<file path="config.mk">
export PLATFORM = sky130hd
export DESIGN_NAME = lcr_meter_autorange_core
export DESIGN_NICKNAME = d
export VERILOG_FILES = /design/src/rtl/lcrma_pkg.sv /design/src/rtl/lcrma_step.sv /design/src/rtl/lcr_meter_autorange_core.sv
export SDC_FILE = /design/constraint.sdc
export NUM_CORES = 1
export LEC_CHECK = 0
export BUFFER_PORTS_ARGS = -buffer_cell sky130_fd_sc_hd__buf_4
export CAP_MARGIN = 15
export CORE_MARGIN = 3
export CORE_UTILIZATION = 34
export CTS_BUF_LIST = sky130_fd_sc_hd__clkbuf_4
export CTS_CLUSTER_SIZE = 30
export DETAILED_ROUTE_END_ITERATION = 10
export GPL_TIMING_DRIVEN = 1
export SETUP_SLACK_MARGIN = 0.1
export SLEW_MARGIN = 20
export SYNTH_ARGS = -nofsm -noshare
export SYNTH_HDL_FRONTEND = slang
export SYNTH_SLANG_ARGS = --single-unit
</file>
<file path="constraint.sdc">
create_clock -name clk -period 17.1 [get_ports clk]
set_clock_uncertainty 0.05 [all_clocks]
set_input_delay 0.855 -clock clk [delete_from_list [all_inputs] [get_ports clk]]
set_output_delay 0.855 -clock clk [all_outputs]
set_load 0.05 [all_outputs]
</file>
<file path="src/rtl/lcrma_pkg.sv">
// ----------------------------------------------------------------------------
// lcrma_pkg
// Types, codes and Q24 threshold tables for the LCR meter autorange core.
// ----------------------------------------------------------------------------
package lcrma_pkg;

	localparam int FRAC_BITS = 16;
	localparam int SHIFT_Q   = 24 - FRAC_BITS;
	localparam int MEAS_W    = 40;
	localparam int IMP_W     = 39;
	localparam int QW        = MEAS_W + SHIFT_Q;
	localparam int TBL_W     = 54;
	localparam int CMPW      = (QW > TBL_W) ? QW : TBL_W;

	typedef logic [CMPW-1:0] qval_t;

	typedef logic [1:0] op_t;
	localparam op_t OP_CLASSIFY = 2'd0;
	localparam op_t OP_RANGE    = 2'd1;
	localparam op_t OP_APPLY    = 2'd2;

	typedef logic [1:0] ptype_t;
	localparam ptype_t PT_UNKNOWN = 2'd0;
	localparam ptype_t PT_RES     = 2'd1;
	localparam ptype_t PT_IND     = 2'd2;
	localparam ptype_t PT_CAP     = 2'd3;

	typedef logic [1:0] freq_t;
	localparam freq_t FREQ_122  = 2'd0;
	localparam freq_t FREQ_977  = 2'd1;
	localparam freq_t FREQ_15K6 = 2'd2;
	localparam freq_t FREQ_93K7 = 2'd3;

	typedef logic [2:0] sense_t;
	localparam sense_t SENSE_100R = 3'd0;
	localparam sense_t SENSE_1K   = 3'd1;
	localparam sense_t SENSE_10K  = 3'd2;
	localparam sense_t SENSE_100K = 3'd3;
	localparam sense_t SENSE_10R  = 3'd4;

	typedef logic [1:0] gain_t;
	localparam gain_t GAIN_X2   = 2'd0;
	localparam gain_t GAIN_X5   = 2'd1;
	localparam gain_t GAIN_X13  = 2'd2;
	localparam gain_t GAIN_X34  = 2'd3;

	typedef logic [2:0] mask_t;
	localparam mask_t PEND_FREQ  = 3'b001;
	localparam mask_t PEND_SG    = 3'b110;
	localparam mask_t PEND_ALL   = 3'b111;

	typedef struct packed {
		freq_t  freq;
		sense_t sense;
		gain_t  gain;
		ptype_t ptype;
		mask_t  pending;
	} state_t;

	localparam state_t STATE_RESET = '{
		freq: FREQ_977, sense: SENSE_1K, gain: GAIN_X2, ptype: PT_UNKNOWN,
		pending: PEND_ALL
	};

	// |X| bounds per frequency for L = 0.5, 0.05, 5e-3, 5e-4, 5e-5, 5e-6 H
	function automatic qval_t ind_bound(input freq_t f, input logic [2:0] i);
		logic [63:0] v;
		v = 64'd0;
		case ({f, i})
			{FREQ_122, 3'd0}:  v = 64'd6433981755;
			{FREQ_122, 3'd1}:  v = 64'd643398176;
			{FREQ_122, 3'd2}:  v = 64'd64339818;
			{FREQ_122, 3'd3}:  v = 64'd6433982;
			{FREQ_122, 3'd4}:  v = 64'd643399;
			{FREQ_122, 3'd5}:  v = 64'd64340;
			{FREQ_977, 3'd0}:  v = 64'd51471854037;
			{FREQ_977, 3'd1}:  v = 64'd5147185404;
			{FREQ_977, 3'd2}:  v = 64'd514718541;
			{FREQ_977, 3'd3}:  v = 64'd51471855;
			{FREQ_977, 3'd4}:  v = 64'd5147186;
			{FREQ_977, 3'd5}:  v = 64'd514719;
			{FREQ_15K6, 3'd0}: v = 64'd823549664583;
			{FREQ_15K6, 3'd1}: v = 64'd82354966459;
			{FREQ_15K6, 3'd2}: v = 64'd8235496646;
			{FREQ_15K6, 3'd3}: v = 64'd823549665;
			{FREQ_15K6, 3'd4}: v = 64'd82354967;
			{FREQ_15K6, 3'd5}: v = 64'd8235497;
			{FREQ_93K7, 3'd0}: v = 64'd4941297987496;
			{FREQ_93K7, 3'd1}: v = 64'd494129798750;
			{FREQ_93K7, 3'd2}: v = 64'd49412979875;
			{FREQ_93K7, 3'd3}: v = 64'd4941297988;
			{FREQ_93K7, 3'd4}: v = 64'd494129799;
			{FREQ_93K7, 3'd5}: v = 64'd49412980;
			default:           v = 64'd0;
		endcase
		return CMPW'(v);
	endfunction

	// |X| bounds per frequency for C = 5e-4, 5e-5, 5e-6, 3e-7 .. 3e-10, 3e-12 F
	function automatic qval_t cap_bound(input freq_t f, input logic [2:0] i);
		logic [63:0] v;
		v = 64'd0;
		case ({f, i})
			{FREQ_122, 3'd0}:  v = 64'd43748177;
			{FREQ_122, 3'd1}:  v = 64'd437481776;
			{FREQ_122, 3'd2}:  v = 64'd4374817763;
			{FREQ_122, 3'd3}:  v = 64'd72913629394;
			{FREQ_122, 3'd4}:  v = 64'd729136293948;
			{FREQ_122, 3'd5}:  v = 64'd7291362939480;
			{FREQ_122, 3'd6}:  v = 64'd72913629394800;
			{FREQ_122, 3'd7}:  v = 64'd7291362939480000;
			{FREQ_977, 3'd0}:  v = 64'd5468522;
			{FREQ_977, 3'd1}:  v = 64'd54685222;
			{FREQ_977, 3'd2}:  v = 64'd546852220;
			{FREQ_977, 3'd3}:  v = 64'd9114203674;
			{FREQ_977, 3'd4}:  v = 64'd91142036743;
			{FREQ_977, 3'd5}:  v = 64'd911420367435;
			{FREQ_977, 3'd6}:  v = 64'd9114203674350;
			{FREQ_977, 3'd7}:  v = 64'd911420367435000;
			{FREQ_15K6, 3'd0}: v = 64'd341782;
			{FREQ_15K6, 3'd1}: v = 64'd3417826;
			{FREQ_15K6, 3'd2}: v = 64'd34178263;
			{FREQ_15K6, 3'd3}: v = 64'd569637729;
			{FREQ_15K6, 3'd4}: v = 64'd5696377296;
			{FREQ_15K6, 3'd5}: v = 64'd56963772964;
			{FREQ_15K6, 3'd6}: v = 64'd569637729647;
			{FREQ_15K6, 3'd7}: v = 64'd56963772964700;
			{FREQ_93K7, 3'd0}: v = 64'd56963;
			{FREQ_93K7, 3'd1}: v = 64'd569637;
			{FREQ_93K7, 3'd2}: v = 64'd5696377;
			{FREQ_93K7, 3'd3}: v = 64'd94939621;
			{FREQ_93K7, 3'd4}: v = 64'd949396216;
			{FREQ_93K7, 3'd5}: v = 64'd9493962160;
			{FREQ_93K7, 3'd6}: v = 64'd94939621607;
			{FREQ_93K7, 3'd7}: v = 64'd9493962160780;
			default:           v = 64'd0;
		endcase
		return CMPW'(v);
	endfunction

	// 60000, 6000, 500, 26 and 0.4 ohm in Q24
	function automatic qval_t ohm_level(input logic [2:0] i);
		logic [63:0] v;
		v = 64'd0;
		case (i)
			3'd0:    v = 64'd1006632960000;
			3'd1:    v = 64'd100663296000;
			3'd2:    v = 64'd8388608000;
			3'd3:    v = 64'd436207616;
			3'd4:    v = 64'd6710887;
			default: v = 64'd0;
		endcase
		return CMPW'(v);
	endfunction

endpackage

</file>
<file path="src/rtl/lcrma_step.sv">
// ----------------------------------------------------------------------------
// lcrma_step
// Next-state logic: classification, band compares and range selection for
// one item against the current settings.
// ----------------------------------------------------------------------------
module lcrma_step (
	input  lcrma_pkg::op_t                          op,
	input  logic signed [lcrma_pkg::MEAS_W-1:0]     resistance,
	input  logic signed [lcrma_pkg::MEAS_W-1:0]     reactance,
	input  logic        [lcrma_pkg::IMP_W-1:0]      impedance,
	input  logic                                    auto_en,
	input  lcrma_pkg::state_t                       cur,
	output lcrma_pkg::state_t                       nxt,
	output lcrma_pkg::mask_t                        report
);
	import lcrma_pkg::*;

	typedef struct packed {
		sense_t sense;
		gain_t  gain;
	} sg_t;

	function automatic sg_t pick_level(input logic neg, input qval_t q);
		sg_t s;
		if (neg)                       s = '{SENSE_10R,  GAIN_X34};
		else if (q >= ohm_level(3'd0)) s = '{SENSE_100K, GAIN_X2};
		else if (q >= ohm_level(3'd1)) s = '{SENSE_10K,  GAIN_X2};
		else if (q >= ohm_level(3'd2)) s = '{SENSE_1K,   GAIN_X2};
		else if (q >= ohm_level(3'd3)) s = '{SENSE_100R, GAIN_X13};
		else if (q >= ohm_level(3'd4)) s = '{SENSE_10R,  GAIN_X13};
		else                           s = '{SENSE_10R,  GAIN_X34};
		return s;
	endfunction

	logic              rneg, xneg;
	logic [MEAS_W-1:0] rmag, xmag;
	logic [MEAS_W+4:0] rmag_ext, x25;
	qval_t             rq, xq, zq;
	logic [5:0]        ind_ge;
	logic [7:0]        cap_le;
	sg_t               lvl;
	freq_t             ind_f, cap_f, nf;
	sense_t            ind_s, cap_s;
	gain_t             ind_g, cap_g;
	ptype_t            t;

	assign rneg = resistance[MEAS_W-1];
	assign xneg = reactance[MEAS_W-1];
	assign rmag = rneg ? (~resistance + MEAS_W'(1)) : resistance;
	assign xmag = xneg ? (~reactance + MEAS_W'(1)) : reactance;

	assign rmag_ext = {5'd0, rmag};
	assign x25      = ({5'd0, xmag} << 4) + ({5'd0, xmag} << 3) + {5'd0, xmag};

	assign rq = CMPW'(rmag) << SHIFT_Q;
	assign xq = CMPW'(xmag) << SHIFT_Q;
	assign zq = CMPW'(impedance) << SHIFT_Q;

	// compare |X| against every band bound of the current frequency at once
	always_comb begin
		for (int i = 0; i < 6; i++) begin
			ind_ge[i] = xq >= ind_bound(cur.freq, 3'(i));
		end
		for (int i = 0; i < 8; i++) begin
			cap_le[i] = xq <= cap_bound(cur.freq, 3'(i));
		end
	end

	always_comb begin
		if (ind_ge[0])      {ind_f, ind_s, ind_g} = {FREQ_122,  SENSE_1K,   GAIN_X2};
		else if (ind_ge[1]) {ind_f, ind_s, ind_g} = {FREQ_122,  SENSE_100R, GAIN_X2};
		else if (ind_ge[2]) {ind_f, ind_s, ind_g} = {FREQ_977,  SENSE_100R, GAIN_X2};
		else if (ind_ge[4]) {ind_f, ind_s, ind_g} = {FREQ_15K6, SENSE_10R,  GAIN_X5};
		else if (ind_ge[5]) {ind_f, ind_s, ind_g} = {FREQ_15K6, SENSE_10R,  GAIN_X13};
		else                {ind_f, ind_s, ind_g} = {FREQ_93K7, SENSE_10R,  GAIN_X34};
	end

	always_comb begin
		if (cap_le[0])      {cap_f, cap_s, cap_g} = {FREQ_122,  SENSE_10R,  GAIN_X34};
		else if (cap_le[1]) {cap_f, cap_s, cap_g} = {FREQ_122,  SENSE_10R,  GAIN_X13};
		else if (cap_le[2]) {cap_f, cap_s, cap_g} = {FREQ_122,  SENSE_100R, GAIN_X2};
		else if (cap_le[3]) {cap_f, cap_s, cap_g} = {FREQ_977,  SENSE_100R, GAIN_X2};
		else if (cap_le[4]) {cap_f, cap_s, cap_g} = {FREQ_977,  SENSE_1K,   GAIN_X2};
		else if (cap_le[5]) {cap_f, cap_s, cap_g} = {FREQ_977,  SENSE_10K,  GAIN_X2};
		else if (cap_le[6]) {cap_f, cap_s, cap_g} = {FREQ_15K6, SENSE_1K,   GAIN_X2};
		else if (cap_le[7]) {cap_f, cap_s, cap_g} = {FREQ_93K7, SENSE_10K,  GAIN_X2};
		else                {cap_f, cap_s, cap_g} = {FREQ_93K7, SENSE_100K, GAIN_X2};
	end

	// frequency pick by L or C band for the range-by-impedance operation
	always_comb begin
		if (!xneg) begin
			if (ind_ge[1])      nf = FREQ_122;
			else if (ind_ge[3]) nf = FREQ_977;
			else if (ind_ge[5]) nf = FREQ_15K6;
			else                nf = FREQ_93K7;
		end else begin
			if (cap_le[2])      nf = FREQ_122;
			else if (cap_le[5]) nf = FREQ_977;
			else if (cap_le[6]) nf = FREQ_15K6;
			else                nf = FREQ_93K7;
		end
	end

	always_comb begin
		lvl = pick_level(rneg && (op == OP_CLASSIFY), (op == OP_CLASSIFY) ? rq : zq);
	end

	always_comb begin
		nxt = cur;
		t   = cur.ptype;
		case (op)
			OP_CLASSIFY: begin
				if (auto_en) begin
					if (cur.ptype == PT_UNKNOWN) begin
						if (rmag_ext >= x25) begin
							t = PT_RES;
							nxt.freq = FREQ_977;
							nxt.pending = nxt.pending | PEND_FREQ;
						end else begin
							t = xneg ? PT_CAP : PT_IND;
						end
					end
					nxt.ptype = t;
					case (t)
						PT_RES: begin
							nxt.sense = lvl.sense;
							nxt.gain  = lvl.gain;
							nxt.pending = nxt.pending | PEND_SG;
						end
						PT_IND: begin
							nxt.freq  = ind_f;
							nxt.sense = ind_s;
							nxt.gain  = ind_g;
							nxt.pending = PEND_ALL;
						end
						PT_CAP: begin
							nxt.freq  = cap_f;
							nxt.sense = cap_s;
							nxt.gain  = cap_g;
							nxt.pending = PEND_ALL;
						end
						default: begin
						end
					endcase
				end
			end
			OP_RANGE: begin
				if (auto_en) begin
					nxt.freq = nf;
					nxt.pending = nxt.pending | PEND_FREQ;
				end
				nxt.sense = lvl.sense;
				nxt.gain  = lvl.gain;
				nxt.pending = nxt.pending | PEND_SG;
			end
			OP_APPLY: begin
				if (cur.pending != '0) begin
					nxt.pending = '0;
					nxt.ptype   = PT_UNKNOWN;
				end
			end
			default: begin
			end
		endcase
	end

	// apply reports the mask held before its clear; everything else the new one
	assign report = (op == OP_APPLY) ? cur.pending : nxt.pending;

endmodule

</file>
<file path="src/rtl/lcr_meter_autorange_core.sv">
// ----------------------------------------------------------------------------
// lcr_meter_autorange_core
// Auto-ranging controller: classifies the part and selects test frequency,
// sense resistor and gain from measured R, X and |Z|.
// ----------------------------------------------------------------------------
// The core takes one item per clock while the result register is free, and
// returns one result per item on m_tvalid from the result register, behind
// the input register. The rate is set by the settings loop: the stage-1 item
// is compared against the threshold tables of the current frequency and the
// new settings land in the state register in the same cycle, so the next
// item sees them at once. The user writes auto_enable over the cfg port only
// while no item is in flight; the core itself does not enforce this.
module lcr_meter_autorange_core (
	input  logic        clk,
	input  logic        arst_n,
	// cfg_data: auto_enable
	input  logic        cfg_valid,
	output logic        cfg_ready,
	input  logic        cfg_data,
	// s_tdata: resistance[39:0], reactance[79:40], impedance[118:80], zero pad
	input  logic        s_tvalid,
	output logic        s_tready,
	input  logic [119:0] s_tdata,
	// s_tuser: operation[1:0]
	input  logic [1:0]  s_tuser,
	// m_tdata: freq_index[1:0], sense_index[4:2], gain_index[6:5],
	// part_type[8:7], changed_mask[11:9], zero pad
	output logic        m_tvalid,
	input  logic        m_tready,
	output logic [15:0] m_tdata
);
	import lcrma_pkg::*;

	logic                     auto_en_q;
	logic                     valid_s1;
	op_t                      op_s1;
	logic signed [MEAS_W-1:0] r_s1, x_s1;
	logic [IMP_W-1:0]         z_s1;
	state_t                   state_q, state_nxt;
	mask_t                    report;
	logic                     out_valid_q;
	logic [15:0]              out_data_q;
	logic                     out_free, adv_s1;

	assign cfg_ready = 1'b1;

	always_ff @(posedge clk or negedge arst_n) begin
		if (!arst_n) begin
			auto_en_q <= 1'b1;
		end else if (cfg_valid && cfg_ready) begin
			auto_en_q <= cfg_data;
		end
	end

	assign out_free = !out_valid_q || m_tready;
	assign adv_s1   = valid_s1 && out_free;
	assign s_tready = !valid_s1 || out_free;

	always_ff @(posedge clk or negedge arst_n) begin
		if (!arst_n) begin
			valid_s1 <= 1'b0;
		end else if (s_tready) begin
			valid_s1 <= s_tvalid;
		end
	end

	always_ff @(posedge clk) begin
		if (s_tvalid && s_tready) begin
			op_s1 <= s_tuser;
			r_s1  <= s_tdata[MEAS_W-1:0];
			x_s1  <= s_tdata[2*MEAS_W-1:MEAS_W];
			z_s1  <= s_tdata[2*MEAS_W+IMP_W-1:2*MEAS_W];
		end
	end

	lcrma_step u_step (
		.op         (op_s1),
		.resistance (r_s1),
		.reactance  (x_s1),
		.impedance  (z_s1),
		.auto_en    (auto_en_q),
		.cur        (state_q),
		.nxt        (state_nxt),
		.report     (report)
	);

	always_ff @(posedge clk or negedge arst_n) begin
		if (!arst_n) begin
			state_q <= STATE_RESET;
		end else if (adv_s1) begin
			state_q <= state_nxt;
		end
	end

	always_ff @(posedge clk or negedge arst_n) begin
		if (!arst_n) begin
			out_valid_q <= 1'b0;
		end else if (adv_s1) begin
			out_valid_q <= 1'b1;
		end else if (m_tready) begin
			out_valid_q <= 1'b0;
		end
	end

	always_ff @(posedge clk) begin
		if (adv_s1) begin
			out_data_q <= {4'd0, report, state_nxt.ptype, state_nxt.gain,
				state_nxt.sense, state_nxt.freq};
		end
	end

	assign m_tvalid = out_valid_q;
	assign m_tdata  = out_data_q;

`ifndef ASSERT_OFF
	a_apply_clears: assert property (@(posedge clk) disable iff (!arst_n)
		adv_s1 && (op_s1 == OP_APPLY) |=> state_q.pending == '0)
		else $error("pending mask not cleared after apply");

	a_classify_types: assert property (@(posedge clk) disable iff (!arst_n)
		adv_s1 && (op_s1 == OP_CLASSIFY) && auto_en_q |=> state_q.ptype != PT_UNKNOWN)
		else $error("part type still unknown after classify");

	a_sense_legal: assert property (@(posedge clk) disable iff (!arst_n)
		state_q.sense <= SENSE_10R)
		else $error("sense resistor index out of range");

	a_result_follows: assert property (@(posedge clk) disable iff (!arst_n)
		adv_s1 |=> m_tvalid && (m_tdata[8:0] == {state_q.ptype, state_q.gain,
			state_q.sense, state_q.freq}))
		else $error("result does not match the settings register");
`endif

endmodule
</file>
==> key figures, run 1 <==
Clocking
  – Num CTS Buffers: 17
  – Clock-pin slew on the worst setup and hold paths: 0.22 ns
  – # H-tree levels: 4
  – Clock root buffer: clkbuf_4
  – TritonCTS clock tree: done
  – Hold buffer count at cts: 1
  – Longest Clk Path Bufs: 2
  – Worst skew pair latency: approximately 0.7 ns
  – Clock tree sinks: 148
  – Number of post-CTS setup repair buffers: 0
  – Post-cts resize count: 0

Timing
  – Worst Tran Pin Value: 0.975 ns
  – Final setup viols: 0
  – Hold Vio Cnt, Final: 0
  – FMAX: 97.6 MHz
  – Tcrit/Tclk final: 59.9%
  – Post-Route Setup TNS: 0 ns
  – Slew Limit Fails: 0
  – Min Hold Slack: ~0.25 ns
  – Crit path time final: approximately 10 ns
  – Unrepaired setup endpoints after global routing: no
  – Slew headroom: 34.5%

Finish
  – Final layout net count: 2894
  – Share of layout cells above drive strength 1: 12.4%
  – Area Growth Syn to Fin: 11.7%
  – Most frequent cells in the layout: 335 x ha_1, 191 x a21oi_1, 180 x buf_4
  – Util after Layout: 38.6%
  – Filler Cell Count: 5961
  – Area of the multi-input gates: 14800 um^2
  – Most common cell after layout, fill and taps aside: ha_1
  – Final Cell Area: 22300 um^2
  – Seq. cell area: roughly 4400 um^2

Power and ir drop
  – Comb power frac: 75.2%
  – Peak VDD IR: around 0.11 mV
  – Switching pwr: 0.00162 W
  – Flop pwr share: 16.0%
  – Int Power: approximately 0.0014 W
  – Leakage: 9.17 nW
  – Clock power share: about 8.8%
  – Total chip power: 0.00301 W
  – Power density over the cells: around 130 nW/um^2
  – Sw Share: about 54%

Synth
  – Synth async-reset ratio: between 10% and 20%
  – Top FF cell, synth: edfxtp_1
  – Mapped Area: 20000 um^2
  – Synth Register Bits: 148
  – Register area share after synthesis: 21.9%
  – Yosys warnings: 0
  – Yosys cell types: 112
  – Number of synthesized flops with an enable pin: 133
  – Cells after Synth: 2291
  – Syn Area/Cell: 8.73 um^2

Detailed routing
  – DR vias: 19300
  – WL final: 73.4 mm
  – DRC errors left: 0
  – Routed len/inst: 23.0 um
  – DR vias/cell: 6.03
  – Initial drt markers: 1500
  – Router iterations before antenna repair: 5
  – Routed Antenna Nets: 0

Die
  – Core Box Area: 57900 um^2
  – Row count: 88
  – Die width: 249 um
  – Die area: slightly above 60000 um^2
  – Chip Height: 249 um
  – IO Pins: approximately 150
  – Initial Util: 34.5%

Worst setup path
  – Critical Path Start Type: register
  – Most used cell, CP: ha_1
  – Required time of the worst setup path: 17.45 ns
  – Crit Reg-Reg Startpoint: x_s1[0]
  – Worst Setup End Kind: register
  – Critical Path AT: 10.59 ns
  – Worst path max stage delay: roughly 0.64 ns
  – Crit path kind: register to register
  – Setup crit start: x_s1[0]
  – CP Max Fanout: 18
  – Critical-path top delay cell: xor2_1

GRT
  – First-pass GRT wire length: ~110 mm
  – Grt total ovfl: 0
  – Vias in the first global route: 19100
  – Total track usage: between 20% and 30%
  – Largest net degree at the start of global routing: just under 70
  – Initial antenna violation count: 4

Min path
  – Min-Delay Path Class: primary input to register
  – Hold Crit Start: s_tdata[40]

Placed design
  – DPL Wire Length: 58.1 mm
  – Final GP Congestion: between 0.9 and 1
  – Port Buffers: 140
  – Placed cell areas: ~22000 um^2

Job
  – Max-cap viol count: 0

Run status
  – Status: finished clean
-- path summary, 6_finish.rpt --
check / end / slack, ns / depth (start not counted)
min in group asynchronous: state_q[11] / 0.53 / 2
setup / recovery: m_tdata[4] / 6.86 / 34
hold / removal: x_s1[0] / 0.25 / 1
max in group asynchronous: state_q[7] / 16.20 / 2
hold reg to reg: state_q[0] / 0.44 / 2
setup reg to reg: m_tdata[4] / 6.86 / 34
-- cell families (layout without fill, tap and decap cells) --
| logic type | after synthesis | after routing | synth area share (%) |
|---|---|---|---|
| adder cells (fa/ha/maj) | 366 | 366 | 23.5 |
| AO/OA/AOI/OAI | 710 | 710 | 24.0 |
| multiplexers | 17 | 17 | 0.895 |
| buffers and inverters | 215 | 345 | 4.30 |
| flip-flops | 148 | 148 | 21.9 |
| XOR/XNOR | 136 | 136 | 6.35 |
| other | 2 | 10 | 0.0376 |
| AND/OR/NAND/NOR | 697 | 697 | 19.0 |
-- area by class of cell --
class | count | share of cell area (%)
well taps | 765 | 4.29
flip-flops and latches | 148 | 19.6
inverters | 132 | 2.22
repair buffers | 181 | 6.10
diodes | 5 | 0.0560
multi-input cells | 1931 | 66.3
clock buffers | 17 | 0.572
clock inverters | 15 | 0.919
-- worst max-delay path, delay by kind of cell, from the launching register on --
kind,cells,cell delay (ns)
multiplexers,1,0.37
AND/OR/NAND/NOR,13,3.43
flip-flops,1,0.41
XOR/XNOR,2,0.82
adder cells (fa/ha/maj),4,1.21
buffers and inverters,3,0.85
AO/OA/AOI/OAI,11,2.80
-- registers in the layout, summed over array words and instances, names as in the netlist --
| signal | count |
|---|---|
| r_s1 | 40 |
| x_s1 | 40 |
| z_s1 | 39 |
| m_tdata | 12 |
| state_q | 12 |
| op_s1 | 2 |
| auto_en_q | 1 |
| m_tvalid | 1 |
| valid_s1 | 1 |
-- metal layers --
| metal | track usage (%) | share of wire, % | routed length, um |
|---|---|---|---|
| met5 | 0 | 0.033 | 24 |
| met4 | 9.59 | 4.1 | 3010 |
| met3 | 3.22 | 6.3 | 4650 |
| met2 | 38.2 | 46 | 33900 |
| met1 | 30.1 | 43 | 31800 |
-- metrics by stage --
step	std cells	setup slack (ns)
finish	3194	6.86
global route	3194	6.12
CTS	3189	6.88
detailed placement	3156	7.06
global placement	3156	7.07
floorplan	2294	8.46
-- power groups by stage --
| stage | Sequential [W] | Combinational (W) | Clock, W |
|---|---|---|---|
| 2_1_floorplan | 0.000484 | 0.00153 | 0 |
| 3_3_place_gp | 0.000486 | 0.00216 | 0 |
| 3_5_place_dp | 0.000488 | 0.00220 | 0 |
| 4_1_cts | 0.000479 | 0.00221 | 0.000274 |
| 5_1_grt | 0.000484 | 0.00249 | 0.000290 |
| 6_report | 0.000480 | 0.00226 | 0.000266 |
-- synth_stat cells, types with 26 or more instances --
master      n  share of area (%)
o211ai_1   26               0.98
a21o_1     48                1.8
o21ai_0   130                3.3
edfxtp_1  133                 20
a21oi_1   191                4.8
nand2b_1   26               0.81
xnor2_1    98                4.3
a31oi_1    33                1.0
a211oi_1   31                1.2
xor2_1     31                1.4
ha_1      335                 21
nand4_1    37                1.2
inv_1     120                2.3
nor3_1     62                1.6
clkbuf_1   56                1.1
o31ai_1    36                1.4
nor2_1    128                2.4
nand3_1    58                1.5
nor4_1     28               0.88
nand2_1   158                3.0
Power figures use the tool's default switching activity.
==> inputs of run 2 (changes only) <==
clock period = 9.3 ns   (was 17.1 ns; I/O delays follow)
==> key figures, run 2 (synthesis results as in run 1) <==
Min path
  – Hold Crit Start: m_tready
  – Min-Delay Path Class: primary input to register
  – Cells on Worst Hold Path: 3 (+2)
  – Hold Path End: m_tvalid

Finish
  – Final layout net count: 3078 (+6.4%)
  – Top flop regs: r_s1 (40), x_s1 (40), z_s1 (39)
  – Most frequent cells in the layout: 335 x ha_1, 240 x buf_4, 191 x a21oi_1
  – Most common cell after layout, fill and taps aside: ha_1
  – Area Growth Syn to Fin: 19.9%
  – Post-Layout Cell Count: 3375 (+5.7%)
  – Util after Layout: 41.4% (+2.8 points)
  – Filler Cell Count: 5749 (-3.6%)
  – Share of layout cells above drive strength 1: 14.0% (+1.6 points)

Timing
  – Min Hold Slack: 0.0760 ns (-0.174 ns)
  – Post-Route Setup TNS: 0 ns (unchanged)
  – Unrepaired setup endpoints after global routing: no
  – Slew headroom: 24.1% (-10 points)
  – Final setup viols: 0 (unchanged)
  – Hold Vio Cnt, Final: 0 (unchanged)
  – Slew Limit Fails: 0 (unchanged)
  – Worst Tran Pin Value: 1.11 ns (+0.134 ns)
  – Crit path time final: 8.74 ns (-1.50 ns)
  – FMAX: 114 MHz (+17%)
  – Tcrit/Tclk final: 94.0% (+34 points)

Detailed routing
  – Initial drt markers: 1741 (+16%)
  – DRC errors left: 0 (unchanged)
  – DR vias/cell: 5.98 (-0.79%)
  – DR vias: 20200 (+4.8%)
  – Routed Antenna Nets: 0 (unchanged)
  – Routed len/inst: 22.8 um (-0.83%)
  – WL final: 76.9 mm (+4.8%)
  – Router iterations before antenna repair: 5 (unchanged)

Die
  – Chip Height: 249 um (unchanged)
  – IO Pins: 147 (unchanged)
  – Core Box Area: 57900 um^2 (unchanged)
  – Die width: 249 um (unchanged)
  – Die area: 61800 um^2 (unchanged)
  – Initial Util: 34.5% (unchanged)
  – Row count: 88 (unchanged)

GRT
  – Total track usage: 23.8% (+0.78 points)
  – Grt total ovfl: 0 (unchanged)
  – Vias in the first global route: 19900 (+4.2%)
  – Largest net degree at the start of global routing: 64 (-7.2%)
  – Initial antenna violation count: 2 (-2)
  – First-pass GRT wire length: 116 mm (+3.3%)

Placed design
  – Placed cell count: 3211 (+1.7%)
  – Final GP Congestion: 1.03 (+6.7%)
  – Port Buffers: 140 (unchanged)
  – DPL Wire Length: 59.7 mm (+2.7%)

Clocking
  – Clock root buffer: clkbuf_4
  – Clock-pin slew on the worst setup and hold paths: 0.18 ns (-0.04 ns)
  – Worst skew pair latency: 0.65 ns (-0.06 ns)
  – TritonCTS clock tree: done
  – Num CTS Buffers: 17 (unchanged)
  – Longest Clk Path Bufs: 2 (unchanged)
  – Clock tree sinks: 148 (unchanged)
  – # H-tree levels: 4 (unchanged)

Worst setup path
  – Worst reg-to-reg path cell count: 30 (-12%)
  – Worst path max stage delay: 0.67 ns (+0.03 ns)
  – Most used cell, CP: ha_1
  – Crit path kind: register to register
  – Top delay family on crit path: simple AND/OR/NAND/NOR gates
  – Critical Path AT: 9.06 ns (-1.53 ns)
  – CP Buf/Inv Count: 2 (-1)
  – Required time of the worst setup path: 9.62 ns (-7.83 ns)
  – Crit Reg-Reg Startpoint: x_s1[20]
  – Flop-to-flop setup slack: 0.56 ns (-6.30 ns)
  – CP Depth: 30 (-12%)
  – CP Max Fanout: 9 (-9)
  – Critical Path Start Type: register
  – Critical-path top delay cell: or4_1
  – Worst Setup End Kind: register
  – Setup crit start: x_s1[20]
  – R2R Path End: m_tdata[4]

Job
  – Max-cap viol count: 0 (unchanged)

Run status
  – Status: finished clean

Power and ir drop
  – Peak VDD IR: 0.121 mV (+6.2%)
  – Power density over the cells: 235 nW/um^2 (+75%)
  – Leakage: 9.96 nW (+8.6%)
run 2: per-layer routing:
| layer | vias up | wire [um] | track usage [%] |
|---|---|---|---|
| met3 | 208 | 5640 | 3.47 |
| li1 | 9398 | - | - |
| met4 | 0 | 3480 | 10.1 |
| met5 | - | 0 | 0 |
| met2 | 909 | 36000 | 40.6 |
| met1 | 9674 | 31800 | 30.0 |
run 2: tightest hold or removal path, stage by stage:
cell	delay, ns
buf_4	0.08
nand2b_1	0.11
nand2b_1	0.06
run 2: worst max path at each step:
stage | end | slack, ns
floorplan | m_tdata[4] | 0.66
global placement | m_tdata[4] | 0.54
detailed placement | m_tdata[4] | 0.55
CTS | m_tdata[4] | 0.47
global route | m_tdata[4] | 0.12
finish | m_tdata[4] | 0.56
run 2: final cells by class:
class | count | area [um^2] | share of cell area, %
Antenna cell | 2 | 5.00 | 0.0209
Timing Repair Buffer | 365 | 3050 | 12.7
Tap cell | 765 | 957 | 3.99
Sequential cell | 148 | 4380 | 18.3
Multi-Input combinational cell | 1931 | 14800 | 61.8
Inverter | 132 | 495 | 2.07
Clock inverter | 14 | 146 | 0.610
Clock buffer | 18 | 135 | 0.564
run 2: repair_timing:
item | in CTS | in global routing
setup buffers | 0 | 5
resized for setup | 0 | 8
hold buffers | 125 | 0
endpoints found under the hold margin | 138 | 0
setup endpoints to repair | 0 | 10
run 2: where the power goes:
part	switching (W)	internal (W)	total (W)
Clock	0.000300	0.000145	0.000445
Sequential	0.0000737	0.000804	0.000877
Combinational	0.00267	0.00164	0.00432
Total	0.00305	0.00259	0.00564
run 2: stage by stage:
| step | cell area [um^2] | setup slack (ns) | total power (W) |
|---|---|---|---|
| after floorplan | 20000 | 0.658 | 0.00369 |
| after global placement | 22400 | 0.536 | 0.00495 |
| after detailed placement | 22400 | 0.547 | 0.00503 |
| after CTS | 23900 | 0.470 | 0.00553 |
| after global routing | 24000 | 0.124 | 0.00608 |
| final | 24000 | 0.561 | 0.00564 |
==> inputs of run 3 (changes only) <==
CORE_UTILIZATION = 40   (was 34)
CTS_BUF_LIST = unset   (was sky130_fd_sc_hd__clkbuf_4)
==> key figures, run 3 (synthesis results as in run 1) <==
Clocking
  – Num CTS Buffers: 17 (unchanged)
  – # H-tree levels: 4 (unchanged)
  – Longest Clk Path Bufs: 2 (unchanged)
  – Number of post-CTS setup repair buffers: 0 (unchanged)
  – Clock tree sinks: 148 (unchanged)
  – Clock root buffer: clkbuf_16
  – TritonCTS clock tree: done
  – Clock-pin slew on the worst setup and hold paths: 0.06 ns (-0.12 ns)
  – Worst skew pair latency: 0.46 ns (-0.19 ns)

Placed design
  – Port Buffers: 140 (unchanged)
  – Post-Place Worst Slack: 0.469 ns (-0.0781 ns)
  – Placed cell count: 3091 (-3.7%)
  – Final GP Congestion: 0.977 (-5.0%)
  – Placed cell areas: 22100 um^2 (-1.2%)
  – DPL Wire Length: 56.5 mm (-5.4%)

Finish
  – Top flop regs: r_s1 (40), x_s1 (40), z_s1 (39)
  – Filler Cell Count: 4766 (-17%)
  – Share of layout cells above drive strength 1: 13.8% (-0.21 points)
  – Final layout net count: 2930 (-4.8%)
  – Diode count: 0 (-2)
  – Most common cell after layout, fill and taps aside: ha_1
  – Post-Layout Cell Count: 3124 (-7.4%)
  – Most frequent cells in the layout: 335 x ha_1, 216 x buf_4, 191 x a21oi_1
  – Area Growth Syn to Fin: 13.6%
  – Final Cell Area: 22700 um^2 (-5.3%)

GRT
  – Initial antenna violation count: 0 (-2)
  – Total track usage: 26.2% (+2.4 points)
  – Grt total ovfl: 0 (unchanged)
  – Largest net degree at the start of global routing: 65 (+1.6%)
  – First-pass GRT wire length: 109 mm (-6.5%)
  – Vias in the first global route: 18800 (-5.4%)

Timing
  – Crit path time final: 8.67 ns (-0.0711 ns)
  – FMAX: 115 MHz (+0.82%)
  – Worst Tran Pin Value: 0.979 ns (-0.130 ns)
  – Slew headroom: 34.6% (+10 points)
  – Setup WS post-layout: 0.632 ns (+0.0711 ns)
  – Tcrit/Tclk final: 93.2% (-0.77 points)
  – Slew Limit Fails: 0 (unchanged)
  – Final setup viols: 0 (unchanged)
  – Post-Route Setup TNS: 0 ns (unchanged)
  – Hold Vio Cnt, Final: 0 (unchanged)
  – Unrepaired setup endpoints after global routing: no

Die
  – Chip Height: 230 um (-7.6%)
  – Initial Util: 40.7% (+6.2 points)
  – Row count: 81 (-8.0%)
  – Core Box Area: 49200 um^2 (-15%)
  – Die area: 52700 um^2 (-15%)
  – Die width: 230 um (-7.6%)
  – IO Pins: 147 (unchanged)

Detailed routing
  – DR vias: 19200 (-4.7%)
  – Router iterations before antenna repair: 6 (+1)
  – Initial drt markers: 1724 (-0.98%)
  – DR vias/cell: 6.16 (+3.0%)
  – DRC errors left: 0 (unchanged)
  – Routed len/inst: 22.5 um (-1.2%)
  – Routed Antenna Nets: 0 (unchanged)
  – WL final: 70.3 mm (-8.6%)

Power and ir drop
  – Leakage: 9.45 nW (-5.1%)
  – Total chip power: 0.00573 W (+1.6%)
  – Peak VDD IR: 0.204 mV (+68%)
  – Power density over the cells: 252 nW/um^2 (+7.2%)

Worst setup path
  – Critical Path Start Type: register
  – CP Max Fanout: 14 (+5)
  – Worst Setup End Kind: register
  – Critical Path AT: 8.80 ns (-0.26 ns)
  – Setup crit start: x_s1[9]
  – Worst path max stage delay: 0.69 ns (+0.02 ns)
  – Critical-path top delay cell: or3_1
  – Required time of the worst setup path: 9.43 ns (-0.19 ns)
  – Crit path kind: register to register
  – Crit Reg-Reg Startpoint: x_s1[9]

Job
  – Max-cap viol count: 0 (unchanged)

Min path
  – Min-Delay Path Class: primary input to register
  – Hold Crit Start: cfg_valid

Run status
  – Status: finished clean
-- run 3: critical path: cells and delay by family, from the launching register on --
family                     cells  cell delay [ns]
buffers and inverters          1             0.27
muxes                          1             0.34
xor gates and xnor gates       1             0.10
DFF                            1             0.48
and+or+nand+nor               13             3.35
adders and majority gates      3             1.01
AOI/OAI and AO/OA             11             2.79
-- run 3: timing repair --
item | in CTS | in global routing
hold buffers | 1 | 0
endpoints found under the setup margin | 0 | 11
hold endpoints to repair | 9 | 0
gates resized for setup | 0 | 7
-- run 3: routing by layer --
layer	vias up	routed length (um)	global-route usage, %
li1	9108	-	-
met1	9167	30600	35.4
met2	809	31800	42.4
met3	156	4630	2.84
met4	0	3230	11.4
met5	-	0	0
-- run 3: path summary, 6_finish.rpt --
| path | to | slack, ns | cells past startpoint |
|---|---|---|---|
| max | m_tdata[4] | 0.63 | 30 |
| min | auto_en_q | 0.12 | 2 |
| max reg2reg | m_tdata[4] | 0.63 | 30 |
| min reg2reg | state_q[0] | 0.44 | 2 |
| max in group asynchronous | state_q[7] | 8.59 | 2 |
| min in group asynchronous | state_q[11] | 0.35 | 2 |
-- run 3: power by group --
part | leakage, nW | total [W] | switching (W) | internal [W]
Sequential | 1.45 | 0.000880 | 0.0000750 | 0.000805
Combinational | 7.72 | 0.00416 | 0.00258 | 0.00158
Clock | 0.282 | 0.000686 | 0.000298 | 0.000389
-- run 3: final cells by class --
cell class	count	area, um^2	share of cell area (%)
multi-input cells	1931	14800	65.2
clock buffers	20	458	2.02
well taps	664	831	3.66
repair buffers	217	1630	7.18
flip-flops and latches	148	4380	19.3
clock inverters	12	120	0.529
inverters	132	495	2.18
-- run 3: stage by stage --
| step | hold WS, ns | util [%] |
|---|---|---|
| floorplan | 0.119 | - |
| global placement | 0.288 | 45.0 |
| detailed placement | 0.287 | 45.0 |
| CTS | 0.0980 | 46.2 |
| global route | 0.113 | 46.2 |
| finish | 0.121 | 46.2 |
